### src/sv/rv32dec_pkg.sv
// ----------------------------------------------------------------------------
// rv32dec_pkg
// Types and constants shared by the RV32I instruction decoder.
// ----------------------------------------------------------------------------
package rv32dec_pkg;

  localparam logic [6:0] OP_REG    = 7'b0110011;
  localparam logic [6:0] OP_IMM    = 7'b0010011;
  localparam logic [6:0] OP_LOAD   = 7'b0000011;
  localparam logic [6:0] OP_STORE  = 7'b0100011;
  localparam logic [6:0] OP_BRANCH = 7'b1100011;
  localparam logic [6:0] OP_JAL    = 7'b1101111;
  localparam logic [6:0] OP_JALR   = 7'b1100111;
  localparam logic [6:0] OP_LUI    = 7'b0110111;
  localparam logic [6:0] OP_AUIPC  = 7'b0010111;
  localparam logic [6:0] OP_SYSTEM = 7'b1110011;

  localparam logic [6:0]  FUNCT7_BASE = 7'b0000000;
  localparam logic [6:0]  FUNCT7_ALT  = 7'b0100000;
  localparam logic [11:0] CSR_ECALL   = 12'h000;
  localparam logic [11:0] CSR_EBREAK  = 12'h001;
  localparam logic [11:0] CSR_MRET    = 12'h302;

  localparam logic [8:0] FLAG_RS1  = 9'h001;
  localparam logic [8:0] FLAG_RS2  = 9'h002;
  localparam logic [8:0] FLAG_WRD  = 9'h004;
  localparam logic [8:0] FLAG_MRD  = 9'h008;
  localparam logic [8:0] FLAG_MWR  = 9'h010;
  localparam logic [8:0] FLAG_M2R  = 9'h020;
  localparam logic [8:0] FLAG_MSG  = 9'h040;
  localparam logic [8:0] FLAG_BR   = 9'h080;
  localparam logic [8:0] FLAG_JMP  = 9'h100;
  localparam logic [8:0] FLAG_NONE = 9'h000;

  typedef enum logic [5:0] {
    KIND_NOP, KIND_ILLEGAL,
    KIND_ADD, KIND_SUB, KIND_SLL, KIND_SLT, KIND_SLTU,
    KIND_XOR, KIND_SRL, KIND_SRA, KIND_OR, KIND_AND,
    KIND_ADDI, KIND_SLTI, KIND_SLTIU, KIND_XORI, KIND_ORI, KIND_ANDI,
    KIND_SLLI, KIND_SRLI, KIND_SRAI,
    KIND_LB, KIND_LH, KIND_LW, KIND_LBU, KIND_LHU,
    KIND_SB, KIND_SH, KIND_SW,
    KIND_BEQ, KIND_BNE, KIND_BLT, KIND_BGE, KIND_BLTU, KIND_BGEU,
    KIND_JAL, KIND_JALR, KIND_LUI, KIND_AUIPC,
    KIND_ECALL, KIND_EBREAK, KIND_MRET,
    KIND_CSRRW, KIND_CSRRS, KIND_CSRRC, KIND_CSRRWI, KIND_CSRRSI, KIND_CSRRCI
  } kind_t;

  typedef struct packed {
    kind_t        kind;
    logic [4:0]   src1_reg;
    logic [4:0]   src2_reg;
    logic [4:0]   dest_reg;
    logic [31:0]  immediate;
    logic [8:0]   control_flags;
    logic [2:0]   access_bytes;
    logic [11:0]  csr_address;
    logic [4:0]   csr_uimm;
  } dec_t;

endpackage

### src/sv/rv32i_instruction_decoder_top.sv
// ----------------------------------------------------------------------------
// rv32i_instruction_decoder_top
// RV32I instruction decoder with registered input and result stages.
// ----------------------------------------------------------------------------
// Takes one 32-bit instruction word per item and returns its decoded form:
// kind code, register fields, sign-extended immediate, control flags, access
// size, CSR address and CSR immediate. One item per clock is sustained while the
// output is not held. The word is captured in the input register and decoded
// in a single pass into the result register when that register can load. While
// the output is held, the two registers fill with two items and then the input
// stalls.
// An all-zero word decodes as NOP; unmatched encodings decode as ILLEGAL.
module rv32i_instruction_decoder_top
  import rv32dec_pkg::*;
(
  input  logic        clk,
  input  logic        rst,
  input  logic        s_axis_tvalid,
  output logic        s_axis_tready,
  input  logic [31:0] s_axis_tdata,  // instr_word
  output logic        m_axis_tvalid,
  input  logic        m_axis_tready,
  // src1_reg[4:0], src2_reg[9:5], dest_reg[14:10], immediate[46:15],
  // control_flags[55:47], access_bytes[58:56], csr_address[70:59],
  // csr_uimm[75:71], zero pad[79:76]
  output logic [79:0] m_axis_tdata,
  output logic [5:0]  m_axis_tuser   // kind
);

  logic        in_valid;
  logic [31:0] in_word;
  logic        out_valid;
  dec_t        out_dec;
  dec_t        dec_next;
  logic        out_load;
  logic        in_load;

  assign out_load      = !out_valid || m_axis_tready;
  assign in_load       = !in_valid || out_load;
  assign s_axis_tready = in_load;

  always_ff @(posedge clk) begin
    if (rst) begin
      in_valid  <= 1'b0;
      out_valid <= 1'b0;
    end else begin
      if (in_load) begin
        in_valid <= s_axis_tvalid;
      end
      if (out_load) begin
        out_valid <= in_valid;
      end
    end
  end

  always_ff @(posedge clk) begin
    if (in_load && s_axis_tvalid) begin
      in_word <= s_axis_tdata;
    end
    if (out_load && in_valid) begin
      out_dec <= dec_next;
    end
  end

  always_comb begin
    logic [6:0] op;
    logic [2:0] f3;
    logic [6:0] f7;
    op = in_word[6:0];
    f3 = in_word[14:12];
    f7 = in_word[31:25];

    dec_next               = '0;
    dec_next.kind          = KIND_ILLEGAL;
    dec_next.src1_reg      = in_word[19:15];
    dec_next.src2_reg      = in_word[24:20];
    dec_next.dest_reg      = in_word[11:7];

    case (op)
      OP_REG: begin
        if (f7 == FUNCT7_BASE) begin
          case (f3)
            3'd0: dec_next.kind = KIND_ADD;
            3'd1: dec_next.kind = KIND_SLL;
            3'd2: dec_next.kind = KIND_SLT;
            3'd3: dec_next.kind = KIND_SLTU;
            3'd4: dec_next.kind = KIND_XOR;
            3'd5: dec_next.kind = KIND_SRL;
            3'd6: dec_next.kind = KIND_OR;
            default: dec_next.kind = KIND_AND;
          endcase
        end else if (f7 == FUNCT7_ALT && f3 == 3'd0) begin
          dec_next.kind = KIND_SUB;
        end else if (f7 == FUNCT7_ALT && f3 == 3'd5) begin
          dec_next.kind = KIND_SRA;
        end
        if (dec_next.kind != KIND_ILLEGAL) begin
          dec_next.control_flags = FLAG_RS1 | FLAG_RS2 | FLAG_WRD;
        end
      end
      OP_IMM: begin
        dec_next.immediate = {{20{in_word[31]}}, in_word[31:20]};
        case (f3)
          3'd0: dec_next.kind = KIND_ADDI;
          3'd2: dec_next.kind = KIND_SLTI;
          3'd3: dec_next.kind = KIND_SLTIU;
          3'd4: dec_next.kind = KIND_XORI;
          3'd6: dec_next.kind = KIND_ORI;
          3'd7: dec_next.kind = KIND_ANDI;
          3'd1: begin
            if (f7 == FUNCT7_BASE) begin
              dec_next.kind      = KIND_SLLI;
              dec_next.immediate = {27'd0, in_word[24:20]};
            end
          end
          default: begin
            if (f7 == FUNCT7_BASE) begin
              dec_next.kind      = KIND_SRLI;
              dec_next.immediate = {27'd0, in_word[24:20]};
            end else if (f7 == FUNCT7_ALT) begin
              dec_next.kind      = KIND_SRAI;
              dec_next.immediate = {27'd0, in_word[24:20]};
            end
          end
        endcase
        if (dec_next.kind != KIND_ILLEGAL) begin
          dec_next.control_flags = FLAG_RS1 | FLAG_WRD;
        end
      end
      OP_LOAD: begin
        dec_next.immediate = {{20{in_word[31]}}, in_word[31:20]};
        case (f3)
          3'd0: begin
            dec_next.kind         = KIND_LB;
            dec_next.access_bytes = 3'd1;
          end
          3'd1: begin
            dec_next.kind         = KIND_LH;
            dec_next.access_bytes = 3'd2;
          end
          3'd2: begin
            dec_next.kind         = KIND_LW;
            dec_next.access_bytes = 3'd4;
          end
          3'd4: begin
            dec_next.kind         = KIND_LBU;
            dec_next.access_bytes = 3'd1;
          end
          3'd5: begin
            dec_next.kind         = KIND_LHU;
            dec_next.access_bytes = 3'd2;
          end
          default: dec_next.kind = KIND_ILLEGAL;
        endcase
        if (dec_next.kind != KIND_ILLEGAL) begin
          dec_next.control_flags = FLAG_RS1 | FLAG_WRD | FLAG_MRD | FLAG_M2R |
                                   (f3[2] ? FLAG_NONE : FLAG_MSG);
        end
      end
      OP_STORE: begin
        dec_next.immediate = {{20{in_word[31]}}, in_word[31:25], in_word[11:7]};
        case (f3)
          3'd0: begin
            dec_next.kind         = KIND_SB;
            dec_next.access_bytes = 3'd1;
          end
          3'd1: begin
            dec_next.kind         = KIND_SH;
            dec_next.access_bytes = 3'd2;
          end
          3'd2: begin
            dec_next.kind         = KIND_SW;
            dec_next.access_bytes = 3'd4;
          end
          default: dec_next.kind = KIND_ILLEGAL;
        endcase
        if (dec_next.kind != KIND_ILLEGAL) begin
          dec_next.control_flags = FLAG_RS1 | FLAG_RS2 | FLAG_MWR;
        end
      end
      OP_BRANCH: begin
        dec_next.immediate = {{20{in_word[31]}}, in_word[7], in_word[30:25],
                              in_word[11:8], 1'b0};
        case (f3)
          3'd0: dec_next.kind = KIND_BEQ;
          3'd1: dec_next.kind = KIND_BNE;
          3'd4: dec_next.kind = KIND_BLT;
          3'd5: dec_next.kind = KIND_BGE;
          3'd6: dec_next.kind = KIND_BLTU;
          3'd7: dec_next.kind = KIND_BGEU;
          default: dec_next.kind = KIND_ILLEGAL;
        endcase
        if (dec_next.kind != KIND_ILLEGAL) begin
          dec_next.control_flags = FLAG_RS1 | FLAG_RS2 | FLAG_BR;
        end
      end
      OP_JAL: begin
        dec_next.immediate     = {{12{in_word[31]}}, in_word[19:12], in_word[20],
                                  in_word[30:21], 1'b0};
        dec_next.kind          = KIND_JAL;
        dec_next.control_flags = FLAG_JMP | FLAG_WRD;
      end
      OP_JALR: begin
        if (f3 == 3'd0) begin
          dec_next.kind          = KIND_JALR;
          dec_next.control_flags = FLAG_JMP | FLAG_RS1 | FLAG_WRD;
          dec_next.immediate     = {{20{in_word[31]}}, in_word[31:20]};
        end
      end
      OP_LUI: begin
        dec_next.kind          = KIND_LUI;
        dec_next.control_flags = FLAG_WRD;
        dec_next.immediate     = {in_word[31:12], 12'd0};
      end
      OP_AUIPC: begin
        dec_next.kind          = KIND_AUIPC;
        dec_next.control_flags = FLAG_WRD;
        dec_next.immediate     = {in_word[31:12], 12'd0};
      end
      OP_SYSTEM: begin
        dec_next.csr_address = in_word[31:20];
        case (f3)
          3'd0: begin
            if (in_word[31:20] == CSR_ECALL) begin
              dec_next.kind = KIND_ECALL;
            end else if (in_word[31:20] == CSR_EBREAK) begin
              dec_next.kind = KIND_EBREAK;
            end else if (in_word[31:20] == CSR_MRET) begin
              dec_next.kind = KIND_MRET;
            end
          end
          3'd1: begin
            dec_next.kind          = KIND_CSRRW;
            dec_next.control_flags = FLAG_RS1 | FLAG_WRD;
          end
          3'd2: begin
            dec_next.kind          = KIND_CSRRS;
            dec_next.control_flags = FLAG_RS1 | FLAG_WRD;
          end
          3'd3: begin
            dec_next.kind          = KIND_CSRRC;
            dec_next.control_flags = FLAG_RS1 | FLAG_WRD;
          end
          3'd5: begin
            dec_next.kind          = KIND_CSRRWI;
            dec_next.control_flags = FLAG_WRD;
            dec_next.csr_uimm      = in_word[19:15];
          end
          3'd6: begin
            dec_next.kind          = KIND_CSRRSI;
            dec_next.control_flags = FLAG_WRD;
            dec_next.csr_uimm      = in_word[19:15];
          end
          3'd7: begin
            dec_next.kind          = KIND_CSRRCI;
            dec_next.control_flags = FLAG_WRD;
            dec_next.csr_uimm      = in_word[19:15];
          end
          default: dec_next.kind = KIND_ILLEGAL;
        endcase
      end
      default: dec_next.kind = KIND_ILLEGAL;
    endcase

    // all-zero word is a NOP; every other field is already zero
    if (in_word == 32'd0) begin
      dec_next.kind = KIND_NOP;
    end
  end

  assign m_axis_tvalid = out_valid;
  assign m_axis_tuser  = out_dec.kind;
  assign m_axis_tdata  = {4'd0, out_dec.csr_uimm, out_dec.csr_address,
                          out_dec.access_bytes, out_dec.control_flags,
                          out_dec.immediate, out_dec.dest_reg,
                          out_dec.src2_reg, out_dec.src1_reg};

endmodule

### config.mk
export PLATFORM = sky130hd
export DESIGN_NAME = rv32i_instruction_decoder_top
export DESIGN_NICKNAME = d
export VERILOG_FILES = /design/src/sv/rv32dec_pkg.sv /design/src/sv/rv32i_instruction_decoder_top.sv
export SDC_FILE = /design/constraint.sdc
export NUM_CORES = 1
export LEC_CHECK = 0
export ABC_CLOCK_PERIOD_IN_PS = 5550
export BUFFER_PORTS_ARGS = -buffer_cell sky130_fd_sc_hd__buf_2
export CAP_MARGIN = 15
export CELL_PAD_IN_SITES_DETAIL_PLACEMENT = 1
export CELL_PAD_IN_SITES_GLOBAL_PLACEMENT = 1
export CORE_MARGIN = 2
export CORE_UTILIZATION = 43
export CTS_CLUSTER_SIZE = 14
export DETAILED_ROUTE_END_ITERATION = 16
export HOLD_SLACK_MARGIN = 0.02
export PLACE_DENSITY = 0.78
export SYNTH_ARGS = -nofsm -noshare
export SYNTH_HDL_FRONTEND = slang
export SYNTH_SLANG_ARGS = --single-unit
### constraint.sdc
create_clock -name clk -period 5.55 [get_ports clk]
set_input_delay 0.2775 -clock clk [delete_from_list [all_inputs] [get_ports clk]]
set_output_delay 0.2775 -clock clk [all_outputs]
set_load 0.02 [all_outputs]
==> results.md, run 1 <==
* Final Hold Fails at 0
* Clock Power Share at 0.453
* Post-synth design cell area at 5030 um2
* P_leak at 0.00255 uW
* Worst Tran Pin Value at 1.04 ns
* Post-DR wirelength/cell at 22.5 um
* Die area at roughly 13,000 um2
* CTS tree: done
* Placer Congestion at 0.873
* Area Overhead vs Synth at 28.1%
* Ys flop type: edfxtp_1
* Sw Share at 0.232
* Gate power share at 0.077
* #FFs+latches synth at 115
* Syn Inst Count at 371
* Outcome: completed
* Max-cap violations at 0
* Post-synth EDFFs at about 110
* # setup viols final at 0
* Place WS at about 2.7 ns
* Synth unique cells at 61
* Setup TNS at 0 ns
* Rel. slew slack at 0.304
* Fin crit period at slightly below 3 ns
* Slew Limit Fails at 0
* Critical Path RT at between 5 and 6 ns
* Vias in the first global route at 3,941
* Initial antenna violation count at 0
* Mean Syn Cell Area at 13.6 um2
* Core Rows at 39
* Post_cts resized at 0
* Crit-path max FO at 17
* Fin cells at between 600 and 700
* # IOs at 124
* Net load switching power at 516 uW
* Largest net degree at the start of global routing at 82
* Drt initial violations at 245
* Initial core utilization at 0.440
* Total number of yosys warnings at 0
* Synth top area share at 0.675
* CP startpoint kind: register
* Period utilisation layout at 0.522
* Post-Route Skew at ~0.015 ns
* Clock Tree Buf Depth at 2
* CP arrival at 3.18 ns
* Root Buffer: clkbuf_16
* Vias after detailed routing at 3,744
* Most frequent cells in the layout: 119 x buf_2, 113 x edfxtp_1, 27 x dlygate4sd3_1
* Remaining antenna violation count at 0
* Post-Route WL at 14,900 um
* H-tree level count at 4
* P_int at 1710 uW
* Hold slack at 0.0289 ns
* Worst-Skew Late Latency at between 0.4 and 0.5 ns
* RSZ-0062 raised after global routing: false
* Die Width at 112 um
* Total global routing overflow at 0
* DRC at 0
* Power per cell area at 345 nW/um2
* # nets final at 548
* Final worst slack at 2.65 ns
* Die height at 112 um
* HPWL Detailed at approximately 9100 um
* Leading area contributor after synthesis: edfxtp_1
* Vias per cell at 5.64
* TritonCTS Sinks at 115
* Crit Path Category: register to register
* Num CTS Buffers at 17
* Max Freq at 345 MHz
* Worst Setup End Kind: register
* Layout cells sized above 1 at 0.303
* All-Layer GR Usage at 0.248
* Reg power frac at 0.470
* IO Port Bufs at 119
* Post-synthesis sequential area ratio at 0.683
* Inst Count DP at 609
* Area contributors post-synth: edfxtp_1 67%, a21o_1 3.0%, and2_1 2.0%
* Clock transition at path regs at 0.06 ns
* Most common cell after layout, fill and taps aside: buf_2
* Hold Path Class: input pin to register
* Ant diodes at 0
* Post-synth ARST share at 0
* Setup Buffers After CTS at 0
* TritonRoute pass-1 iters at 5
* First-pass GRT wire length at 23,100 um
* Core area at 11,400 um2
* Overall power at 2220 uW
* VDD IR-drop max at 266 uV
## metrics by stage
step	utilization	area, um2
3_3_place_gp	0.494	5650
4_1_cts	0.561	6400
6_report	0.564	6440
2_1_floorplan	-	5040
5_1_grt	0.564	6440
3_5_place_dp	0.494	5650
## cell type report
class                           instances  area (um2)
Clock buffer                           20         437
Clock inverter                          8        90.1
Fill cell                            1168        4980
Inverter                                7        26.3
Multi-Input combinational cell        221        1380
Sequential cell                       115        3430
Tap cell                              143         179
Timing Repair Buffer                  150         896
## cell usage after synthesis (8+ instances only)
library cell  number
a21o_1            20
a21oi_1           17
and2_1            16
clkbuf_1          16
edfxtp_1         113
nand2_1           23
nor2_1            21
nor3_1            10
nor4_1             8
o21ai_0           11
## power groups by stage
stage	clock network, uW	logic, uW	registers (uW)
2_1_floorplan	0	70.0	1080
3_3_place_gp	0	150	1060
3_5_place_dp	0	154	1060
4_1_cts	1020	167	1040
5_1_grt	1060	183	1050
6_report	1010	171	1040
## layer usage
metal | vias to the layer above | global-route usage | routed length (um)
met5 | - | 0 | 0
met2 | 189 | 0.406 | 7610
li1 | 1716 | - | -
met4 | 0 | 0.107 | 345
met3 | 27 | 0.0826 | 1090
met1 | 1812 | 0.301 | 5870
## sequential cells by signal (all words and copies together), names as in the netlist
signal,cells
in_word,32
m_axis_tdata,75
m_axis_tuser,6
in_valid,1
m_axis_tvalid,1
## path summary, 6_finish.rpt
check	start	end	slack, ns	cells past startpoint
min	s_axis_tdata[25]	in_word[25]$_DFFE_PP_	0.03	1
max	in_word[4]$_DFFE_PP_	m_axis_tdata[27]$_DFFE_PP_	2.65	5
max reg2reg	in_word[4]$_DFFE_PP_	m_axis_tdata[27]$_DFFE_PP_	2.65	5
min reg2reg	in_word[18]$_DFFE_PP_	m_axis_tdata[3]$_DFFE_PP_	0.51	0
## what timing repair did
action / in CTS / in global routing
hold endpoints to repair: 24 / 4
hold buffers: 23 / 4
setup endpoints to repair: 0 / 0
## worst max-delay path, cell delays in order, from the launching register on
cell	delay [ns]
edfxtp_1	0.74
inv_1	0.24
or3_1	0.44
nor2_1	0.78
a21o_1	0.36
a21o_1	0.19
## cell families (layout without fill, tap and decap cells)
family / count (synthesis) / in the layout / synth area share
and+or+nand+nor: 122 / 122 / 0.136
DFF: 115 / 115 / 0.683
AOI/OAI and AO/OA: 93 / 93 / 0.131
buffers and inverters: 38 / 185 / 0.0460
other: 1 / 4 / 0.000746
xor gates and xnor gates: 1 / 1 / 0.00174
muxes: 1 / 1 / 0.00199
Power figures use the tool's default switching activity.
==> run 2, diff against run 1 <==
--- a/config.mk
+++ b/config.mk
@@ -5,7 +5,7 @@
 export SDC_FILE = /design/constraint.sdc
 export NUM_CORES = 1
 export LEC_CHECK = 0
-export ABC_CLOCK_PERIOD_IN_PS = 5550
+export ABC_CLOCK_PERIOD_IN_PS = 2700
 export BUFFER_PORTS_ARGS = -buffer_cell sky130_fd_sc_hd__buf_2
 export CAP_MARGIN = 15
 export CELL_PAD_IN_SITES_DETAIL_PLACEMENT = 1
==> constraint.sdc (replaced) <==
create_clock -name clk -period 2.7 [get_ports clk]
set_input_delay 0.135 -clock clk [delete_from_list [all_inputs] [get_ports clk]]
set_output_delay 0.135 -clock clk [all_outputs]
set_load 0.02 [all_outputs]
==> results.md, run 2 (synthesis gave the netlist of run 1 again) <==
* IO Port Bufs at 119
* Largest net degree at the start of global routing at just over 80
* Num CTS Buffers at 17
* Initial antenna violation count at 0
* Hold path cells at 4
* Vias after detailed routing at 3,968
* Worst-Skew Late Latency at 0.43 ns
* # IOs at 124
* Overall power at 4720 uW
* TritonRoute pass-1 iters at 6
* VDD IR-drop max at between 500 and 600 uV
* Post-Route Skew at 0.0121 ns
* Most common cell after layout, fill and taps aside: buf_2
* RSZ-0062 raised after global routing: false
* TritonCTS Sinks at 115
* Worst Setup End Kind: register
* Die height at between 100 and 150 um
* Critical Path RT at 2.86 ns
* Crit-path max FO at 4
* Drt initial violations at approximately 290
* # setup viols final at 0
* Hold slack at 0.105 ns
* Remaining antenna violation count at 0
* Vias per cell at 5.77
* Post-Route WL at 15,200 um
* Max-cap violations at 0
* Setup TNS at 0 ns
* Worst Tran Pin Value at around 0.58 ns
* Ant diodes at 0
* Period utilisation layout at 0.947
* Core area at 11,400 um2
* Initial core utilization at 0.440
* Core Rows at 39
* CP startpoint kind: register
* Area Overhead vs Synth at 32.8%
* Rel. slew slack at 0.614
* Final Hold Fails at 0
* Layout cells sized above 1 at 0.319
* CP arrival at 2.71 ns
* Hold Path Class: input pin to register
* Largest register FFs at 75
* Power per cell area at 707 nW/um2
* All-Layer GR Usage at 0.252
* Final core utilization at 0.585
* H-tree level count at 4
* Die area at 12,600 um2
* CTS tree: done
* Clock transition at path regs at 0.06 ns
* Outcome: completed
* Placer Congestion at 0.907
* # nets final at 569
* Reg2reg path depth at 6
* Total global routing overflow at 0
* Clock Tree Buf Depth at 2
* Die Width at roughly 110 um
* Crit Path Category: register to register
* Slew Limit Fails at 0
* Post_cts resized at 0
* Fin crit period at about 2.6 ns
* DRC at 0
* HPWL Detailed at 9860 um
* Post-DR wirelength/cell at 22.1 um
* P_leak at 0.00267 uW
* Vias in the first global route at 4,129
* First-pass GRT wire length at 23,600 um
* Root Buffer: clkbuf_16
* Max Freq at 391 MHz
* Most frequent cells in the layout: 119 x buf_2, 113 x edfxtp_1, 34 x dlygate4sd3_1
run 2: changes by cell type in the layout (fill, tap and decap cells not counted), sizes merged:
cell	before	now
clkinv	6	9
bufinv	2	3
dlygate4sd3	27	34
clkinvlp	1	0
buf	123	137
run 2: cell type report:
class	count	area, um2
multi-input cells	221	1380
clock buffers	20	437
repair buffers	171	1080
clock inverters	11	138
flip-flops and latches	115	3430
fillers	1177	4740
inverters	7	26.3
well taps	143	179
run 2: worst paths after layout:
path,startpoint,endpoint,slack [ns]
worst min-delay path,m_axis_tready,m_axis_tvalid$_SDFFE_PP0P_,0.11
worst max register to register,in_word[25]$_DFFE_PP_,m_axis_tuser[0]$_SDFFCE_PN0P_,0.14
worst min register to register,in_word[9]$_DFFE_PP_,m_axis_tdata[12]$_DFFE_PP_,0.51
worst max-delay path,in_word[25]$_DFFE_PP_,m_axis_tuser[0]$_SDFFCE_PN0P_,0.14
run 2: through the flow:
stage	instances	setup slack (ns)	cell area (um2)
after floorplan	374	0.435	5050
after global placement	623	0.367	5760
after detailed placement	623	0.239	5760
after CTS	688	0.223	6680
after global routing	688	0.0244	6680
final	688	0.143	6680
run 2: layer usage:
metal  share of wire  track usage  up-vias
met5               0            0        -
met4           0.033        0.108        0
met3           0.083       0.0918       48
met2            0.50        0.410      229
met1            0.38        0.303     1925
li1                -            -     1766
run 2: worst max-delay path, cell delays in order, from the launching register on:
cell	delay, ns
edfxtp_1	0.45
or4_4	0.58
or4_4	0.47
o31ai_1	0.30
nand4_1	0.12
a311oi_1	0.26
a21oi_1	0.10
run 2: what timing repair did:
| item | 4_1_cts | 5_1_grt |
|---|---|---|
| endpoints found under the setup margin | 0 | 0 |
| hold buffers | 34 | 0 |
| buffers inserted | 0 | 0 |
| endpoints found under the hold margin | 34 | 0 |
run 2: where the power goes:
part | switching, uW | internal (uW) | total [uW] | leakage (uW)
sequential | 62.7 | 2060 | 2130 | 0.00105
combinational | 253 | 142 | 395 | 0.00134
clock | 770 | 1430 | 2200 | 0.000280
==> run 3, diff against run 2 <==
--- a/config.mk
+++ b/config.mk
@@ -16,6 +16,7 @@
 export DETAILED_ROUTE_END_ITERATION = 16
 export HOLD_SLACK_MARGIN = 0.02
 export PLACE_DENSITY = 0.78
+export RECOVER_POWER = 50
 export SYNTH_ARGS = -nofsm -noshare
 export SYNTH_HDL_FRONTEND = slang
 export SYNTH_SLANG_ARGS = --single-unit
==> constraint.sdc (replaced) <==
create_clock -name clk -period 2.7 [get_ports clk]
set_input_delay 0.135 -clock clk [delete_from_list [all_inputs] [get_ports clk]]
set_output_delay 0.135 -clock clk [all_outputs]
set_load 0.05 [all_outputs]
==> results.md, run 3 (synthesis gave the netlist of run 1 again) <==
* Vias per cell at 5.73
* Initial core utilization at 0.440
* Core area at around 11,000 um2
* Hold slack at 0.103 ns
* Clock transition at path regs at 0.06 ns
* Period utilisation layout at 0.951
* Critical Path RT at 2.85 ns
* Hold path cells at 4
* Final core utilization at 0.574
* VDD IR-drop max at 553 uV
* H-tree level count at 4
* Largest net degree at the start of global routing at around 80
* Vias in the first global route at just over 4,000
* IO Port Bufs at 119
* Hold Path Class: input pin to register
* Crit-path max FO at 4
* Post-Route Skew at 0.0154 ns
* Fin crit period at 2.57 ns
* Worst-Skew Late Latency at ~0.43 ns
* Inst Count DP at 623
* Reg-to-reg endpoint: m_axis_tuser[0]$_SDFFCE_PN0P_
* Total global routing overflow at 0
* TritonRoute pass-1 iters at 5
* Drt initial violations at roughly 300
* Layout cells sized above 1 at 0.161
* First-pass GRT wire length at approximately 24,000 um
* Worst Setup End Kind: register
* Max-cap violations at 0
* Root Buffer: clkbuf_16
* Setup TNS at 0 ns
* Power per cell area at 740 nW/um2
* CP arrival at 2.72 ns
* Initial antenna violation count at 0
* RSZ-0062 raised after global routing: false
* Fin cells at 688
* Post-Route WL at 15,300 um
* Largest register FFs at 75
* Die Width at 112 um
* CTS tree: done
* Flop-to-flop setup slack at 0.13 ns
* Core Rows at 39
* Remaining antenna violation count at 0
* Min-delay src: m_axis_tready
* Die area at 12,600 um2
* CP max stage delay at 0.58 ns
* Max Freq at 389 MHz
* # nets final at 569
* Hold Path Sink: m_axis_tvalid$_SDFFE_PP0P_
* Critical-path cell list: or4_4 > or4_4 > o31ai_1 > nand4_1 > a311oi_1 > a21oi_1
* Vias after detailed routing at ~3,900
* Clock Tree Buf Depth at 2
* Critical R2R Launch: in_word[25]$_DFFE_PP_
* Post-DR wirelength/cell at around 22 um
* P_leak at 0.00245 uW
* Worst Tran Pin Value at 1.12 ns
* Outcome: completed
* Final Hold Fails at 0
* # setup viols final at 0
* Area Overhead vs Synth at 30.4%
* Setup Buffers After CTS at 0
* HPWL Detailed at ~9900 um
* Most frequent cells in the layout: 113 x edfxtp_1, 89 x clkbuf_1, 34 x dlygate4sd3_1
* Die height at 112 um
* Overall power at 4850 uW
* CP startpoint kind: register
* TritonCTS Sinks at 115
* Ant diodes at 0
* Placer Congestion at between 0.9 and 1
* Most common cell after layout, fill and taps aside: edfxtp_1
* Rel. slew slack at 0.254
* Post_cts resized at 0
* Slew Limit Fails at 0
* Cell mode on critical path: or4_4
* Reg2reg path depth at 6
* All-Layer GR Usage at 0.252
* # IOs at roughly 120
* Crit-path slowest cell: or4_4
* Num CTS Buffers at 17
* Crit Path Category: register to register
* DRC at 0
-- run 3: critical path: cells and delay by family, from the launching register on --
kind / cells / cell delay [ns]
simple gates: 3 / 1.17
compound gates: 3 / 0.67
flops: 1 / 0.45
-- run 3: final cells by class --
type	instances	area, um2
Clock buffer	20	437
Clock inverter	11	138
Fill cell	1193	4860
Inverter	7	26.3
Multi-Input combinational cell	221	1380
Sequential cell	115	3430
Tap cell	143	179
Timing Repair Buffer	171	963
-- run 3: what timing repair did --
| action | CTS | global route |
|---|---|---|
| endpoints found under the hold margin | 34 | 0 |
| endpoints found under the setup margin | 0 | 0 |
| hold buffers | 34 | 0 |
-- run 3: through the flow --
step / worst slack, ns / instance area, um2
2_1_floorplan: 0.310 / 5050
3_3_place_gp: 0.367 / 5760
3_5_place_dp: 0.239 / 5760
4_1_cts: 0.223 / 6680
5_1_grt: 0.0244 / 6560
6_report: 0.131 / 6560
-- run 3: routing by layer --
layer  part of all wire  GRT usage  vias to the layer above
met1               0.38      0.303                     1904
met5                  0          0                        -
li1                   -          -                     1765
met3              0.084     0.0918                       41
met2               0.50      0.410                      230
met4              0.032      0.108                        0
-- run 3: worst max path at each step --
| stage | startpoint | to | slack (ns) | cells past startpoint |
|---|---|---|---|---|
| 6_report | in_word[25]$_DFFE_PP_ | m_axis_tuser[0]$_SDFFCE_PN0P_ | 0.13 | 6 |
| 5_1_grt | in_word[25]$_DFFE_PP_ | m_axis_tuser[0]$_SDFFCE_PN0P_ | 0.02 | 6 |
| 4_1_cts | in_word[25]$_DFFE_PP_ | m_axis_tuser[0]$_SDFFCE_PN0P_ | 0.22 | 6 |
| 3_5_place_dp | in_word[25]$_DFFE_PP_ | m_axis_tuser[0]$_SDFFCE_PN0P_ | 0.24 | 6 |
| 3_3_place_gp | in_word[25]$_DFFE_PP_ | m_axis_tuser[0]$_SDFFCE_PN0P_ | 0.37 | 6 |
| 2_1_floorplan | m_axis_tvalid$_SDFFE_PP0P_ | in_word[0]$_DFFE_PP_ | 0.31 | 3 |
-- run 3: power by group --
group	leakage [uW]	switching [uW]	total, uW	internal, uW
logic	0.00112	400	522	122
registers	0.00105	64.2	2130	2070
clock network	0.000280	770	2200	1430
